**config.mk**
```make
export PLATFORM = sky130hd
export DESIGN_NAME = mcmt_cordic
export DESIGN_NICKNAME = d
export VERILOG_FILES = /design/src/hw/rtl/mcmt_pkg.sv /design/src/hw/rtl/mcmt_cordic.sv
export SDC_FILE = /design/constraint.sdc
export NUM_CORES = 1
export LEC_CHECK = 0
export BUFFER_PORTS_ARGS = -buffer_cell sky130_fd_sc_hd__buf_2
export CAP_MARGIN = 20
export CORE_ASPECT_RATIO = 1.25
export CORE_MARGIN = 1.5
export CORE_UTILIZATION = 70
export CTS_BUF_LIST = sky130_fd_sc_hd__clkbuf_4 sky130_fd_sc_hd__clkbuf_8
export DETAILED_ROUTE_END_ITERATION = 16
export GPL_TIMING_DRIVEN = 1
export PLACE_DENSITY_LB_ADDON = 0.2
export SLEW_MARGIN = 20
export SYNTH_ARGS = -nofsm -noshare
export SYNTH_HDL_FRONTEND = slang
export SYNTH_SLANG_ARGS = --single-unit
```
**constraint.sdc**
```tcl
create_clock -name clk -period 10.85 [get_ports clk]
set_clock_uncertainty 0.15 [all_clocks]
set_input_delay 1.6275 -clock clk [delete_from_list [all_inputs] [get_ports clk]]
set_output_delay 1.6275 -clock clk [all_outputs]
set_load 0.02 [all_outputs]
```
**src/hw/rtl/mcmt_pkg.sv**
```systemverilog
// ----------------------------------------------------------------------------
// mcmt_pkg - shared constants and tables
// widths, register indexes and the arctangent table of the cone test
// ----------------------------------------------------------------------------
package mcmt_pkg;

  localparam int ROOT_W    = 34;          // width of floor(sqrt(range^2))
  localparam int SQ_W      = 2 * ROOT_W;  // radicand width
  localparam int DVD_W     = 52;          // width of the projected terms
  localparam int QUO_W     = 15;          // quotient holds 0 .. 16384
  localparam int CORD_W    = 54;          // cordic datapath width
  localparam int ANG_W     = 17;          // Q2.13 angle plus headroom
  localparam int CORD_ITERS = 14;
  localparam int MAX_STEPS = 4096;

  localparam int HALF_PI_Q13 = 12868;
  localparam int ONE_Q14     = 16384;
  localparam int ONE_SQ_Q28  = 268435456;

  localparam int CFG_IDX_W = 3;
  localparam int CFG_DATA_W = 48;

  localparam logic [CFG_IDX_W-1:0] CFG_DURATION  = 3'd0;
  localparam logic [CFG_IDX_W-1:0] CFG_WIND      = 3'd1;
  localparam logic [CFG_IDX_W-1:0] CFG_VOXEL     = 3'd2;
  localparam logic [CFG_IDX_W-1:0] CFG_MAX_DIST  = 3'd3;
  localparam logic [CFG_IDX_W-1:0] CFG_COS_EL    = 3'd4;
  localparam logic [CFG_IDX_W-1:0] CFG_SIN_EL    = 3'd5;
  localparam logic [CFG_IDX_W-1:0] CFG_EL_LIMITS = 3'd6;
  localparam logic [CFG_IDX_W-1:0] CFG_HALF_AZ   = 3'd7;

  // arctangent of 2^-i in Q2.13
  function automatic logic signed [ANG_W-1:0] atan_q13(input logic [3:0] i);
    logic signed [ANG_W-1:0] v;
    case (i)
      4'd0:    v = 17'sd6434;
      4'd1:    v = 17'sd3798;
      4'd2:    v = 17'sd2007;
      4'd3:    v = 17'sd1019;
      4'd4:    v = 17'sd511;
      4'd5:    v = 17'sd256;
      4'd6:    v = 17'sd128;
      4'd7:    v = 17'sd64;
      4'd8:    v = 17'sd32;
      4'd9:    v = 17'sd16;
      4'd10:   v = 17'sd8;
      4'd11:   v = 17'sd4;
      4'd12:   v = 17'sd2;
      4'd13:   v = 17'sd1;
      default: v = 17'sd0;
    endcase
    return v;
  endfunction

endpackage

```
**src/hw/rtl/mcmt_cordic.sv**
```systemverilog
// ----------------------------------------------------------------------------
// mcmt_cordic - vectoring cordic atan2
// quarter-turn pre-rotation for negative x, then one iteration per cycle
// ----------------------------------------------------------------------------
module mcmt_cordic (
  input  logic                                clk,
  input  logic                                rst_n,
  input  logic                                start,
  input  logic signed [mcmt_pkg::CORD_W-1:0]  y_in,
  input  logic signed [mcmt_pkg::CORD_W-1:0]  x_in,
  output logic                                done,
  output logic signed [mcmt_pkg::ANG_W-1:0]   ang
);

  logic signed [mcmt_pkg::CORD_W-1:0] x_r;
  logic signed [mcmt_pkg::CORD_W-1:0] y_r;
  logic signed [mcmt_pkg::ANG_W-1:0]  ang_r;
  logic [3:0]                         it_r;
  logic                               busy_r;
  logic                               done_r;
  logic                               zero_in;

  logic signed [mcmt_pkg::CORD_W-1:0] xs;
  logic signed [mcmt_pkg::CORD_W-1:0] ys;

  assign zero_in = (x_in == '0) && (y_in == '0);
  assign xs = x_r >>> it_r;
  assign ys = y_r >>> it_r;

  always_ff @(posedge clk) begin
    if (!rst_n) begin
      busy_r <= 1'b0;
      done_r <= 1'b0;
      it_r   <= '0;
    end else begin
      done_r <= 1'b0;
      if (start) begin
        it_r <= '0;
        if (zero_in) begin
          done_r <= 1'b1;
        end else begin
          busy_r <= 1'b1;
        end
      end else if (busy_r) begin
        it_r <= it_r + 4'd1;
        if (it_r == 4'(mcmt_pkg::CORD_ITERS - 1)) begin
          busy_r <= 1'b0;
          done_r <= 1'b1;
        end
      end
    end
  end

  always_ff @(posedge clk) begin
    if (start) begin
      if (zero_in) begin
        ang_r <= '0;
        x_r   <= x_in;
        y_r   <= y_in;
      end else if (x_in < 0) begin
        if (y_in >= 0) begin
          x_r   <= y_in;
          y_r   <= -x_in;
          ang_r <= 17'(mcmt_pkg::HALF_PI_Q13);
        end else begin
          x_r   <= -y_in;
          y_r   <= x_in;
          ang_r <= -17'(mcmt_pkg::HALF_PI_Q13);
        end
      end else begin
        x_r   <= x_in;
        y_r   <= y_in;
        ang_r <= '0;
      end
    end else if (busy_r) begin
      if (y_r > 0) begin
        x_r   <= x_r + ys;
        y_r   <= y_r - xs;
        ang_r <= ang_r + mcmt_pkg::atan_q13(it_r);
      end else begin
        x_r   <= x_r - ys;
        y_r   <= y_r + xs;
        ang_r <= ang_r - mcmt_pkg::atan_q13(it_r);
      end
    end
  end

  assign done = done_r;
  assign ang  = ang_r;

endmodule

```
==> impl_metrics.yaml <==
status:
  status: "finished, final reports clean"
clock_network:
  post_cts_buffers: 0
  clk_latency_ns: 0.51
  ctsRootBufferMaster: "clkbuf_8"
  htreeDepth: 4
  clk_path_buf_depth: 2
  clkTransAtPathRegs_ns: 0.10
  cts_resized: 0
  hold_buffers: 0
  cts_buffers: 17
  cts_tree: "yes"
  clock_sinks: 144
worst_setup_path:
  cp.required_ns: 10.94
  r2r_cells: 20
  cp_max_fo: 33
  arrival_ns: 7.95
  rrSetupSlack_ns: 2.98
  crit_type: "flop to flop"
  start_kind: "flop"
  endpoint_kind: "flop"
run:
  drv_cap: 0
global_route:
  grt_usage: 0.444
  grt_pass1_wl_mm: 122
  grt_remaining_overflow: 0
  grt_max_degree: 165
  first_global_vias: 22400
  antenna_found_initial: 7
final_layout:
  seq_area_sq_um: 4150
  fillers: 2668
  drive_above_1_share: 0.119
  fin_area_sq_um: 24900
  area_growth_pct: 3.99
  instances_no_fill: 3445
  nNetsFinal: 3261
  multiInputGateArea_sq_um: 18700
floorplanning:
  coreArea_sq_um: 33600
  rows: 75
  dieArea_sq_um: 35300
  fp.dieW_um: 168
  ios: 129
  die_h_um: 210
  start_util: 0.711
synth:
  synth_compound_area_frac: 0.253
  yosys.area_share.adder: 0.0758
  synth_top_family_by_area: "compound AO/OA/AOI/OAI gates"
  ys_warn_count: 0
  synth.area.top_cells: "edfxtp_1 16%, ha_1 7.3%, mux4_2 7.0%"
  synth.area.mux_share: 0.143
  ys_top_cells_by_count: "367 x nand2_1, 261 x o21ai_0, 237 x a21oi_1"
  yosysTopAreaCellShare: 0.157
  yosys.area_share.simple: 0.197
  synth_nets: 3275
  synth.most_common_cell: "nand2_1"
  yosysUniqueCellTypes: 105
  synth_seq_cells: 144
  yosys.area.top_type: "edfxtp_1"
  async_flop_share: 0
  synth_xor_area_frac: 0.112
  synth_flop_cell: "edfxtp_1"
  syn_area_sq_um: 23900
  ys_seq_area_frac: 0.173
  syn_inst: 3021
  syn_area_per_cell_sq_um: 7.91
  synth_edf_count: 125
route:
  wl_mm: 78.9
  routed_wire_length_per_instance_um: 22.9
  avgViaCountPerCell: 7.19
  first_pass_iters: 7
  route.vias.total: 24800
  drc_errors: 0
  ant_nets: 0
  drt_iter0_markers: 3243
timing:
  worst_slew_pin_slew_ns: 1.12
  maxSlewHeadroom: 0.250
  fmax_mhz: 127
  slew_violations: 0
  hold_viol: 0
  setup_tns_ns: 0
  rsz0062_at_grt: "false"
  setup_viol: 0
  min_period_ns: 7.87
  finalCritPeriodShare: 0.725
place:
  portBuffers: 128
  placedInstanceArea_sq_um: 24400
  globalplace.congestion: 1.05
  placed_cells: 3411
  dp_hpwl_mm: 60.8
hold_path:
  holdPathStages: 2
  hp-class: "flop to flop"
## cell usage in the layout (no fill, tap or decap), types with 25 or more instances in the layout
cell type  instances
a21o_1            63
xnor2_1          151
nor3_1            74
mux4_2            74
nand3_1           73
xor2_1           154
o21ai_0          261
o31ai_1           36
nand2_1          367
ha_1             140
a31oi_1           45
or3_1             40
nor2b_1           37
a21oi_1          237
o211ai_1         103
mux2i_1          123
nor2_1           191
nand2b_1          31
nor4_1            27
a211oi_1          25
inv_1             63
buf_2            125
mux2_2            40
edfxtp_1         125
## logic make-up after synthesis
family | Yosys count
AO/OA/AOI/OAI | 960
XOR/XNOR | 305
adder cells (fa/ha/maj) | 143
buffers and inverters | 247
flip-flops | 144
multiplexers | 242
AND/OR/NAND/NOR | 980
## sequential cells by signal, indices dropped and copies added (netlist names), named ones only
signal,flops
it_r,4
busy_r,1
done,1
x_r,54
y_r,54
ang,17
## worst paths after layout
kind	startpoint	endpoint
hold / removal	busy_r	busy_r
setup reg to reg	y_r[42]	x_r[52]
hold reg to reg	busy_r	busy_r
setup / recovery	y_r[42]	x_r[52]
## cell type report
type,count,share of cell area
diodes,2,0.000201
clock buffers,18,0.00997
clock inverters,14,0.00690
inverters,66,0.0100
multi-input cells,2630,0.751
flip-flops and latches,144,0.167
well taps,423,0.0213
repair buffers,148,0.0336
## routing by layer
layer,up-vias,GRT usage,part of all wire
met3,254,0.132,0.15
met5,-,0,0.00042
li1,11300,-,-
met4,6,0.190,0.042
met2,1652,0.648,0.42
met1,11600,0.611,0.39
## worst max-delay path, cell delays in order, from the launching register on
cell       delay [ns]
edfxtp_1         0.58
nor4_1           0.99
nand4_1          0.21
nor4_1           0.39
buf_4            0.27
or2_2            0.37
buf_4            0.43
a31oi_1          0.11
xor2_1           0.22
ha_1             0.38
o21ai_0          0.13
o21ai_0          0.40
a32o_1           0.29
a22o_1           0.21
o22ai_1          0.24
o311ai_0         0.80
a31oi_1          0.35
nor2_1           0.42
o2111ai_1        0.22
o21ai_0          0.26
o311ai_0         0.16
## per-stage QoR
| step | utilization | hold WS [ns] | worst slack (ns) |
|---|---|---|---|
| after floorplan | - | 0.452 | 3.93 |
| after global placement | 0.727 | 0.407 | 3.53 |
| after detailed placement | 0.727 | 0.432 | 3.22 |
| after CTS | 0.740 | 0.447 | 3.25 |
| after global routing | 0.740 | 0.481 | 2.62 |
| final | 0.740 | 0.445 | 2.98 |
Power is not shown: default switching activity piles up to over one toggle a cycle in this logic, so the estimate is an artifact.
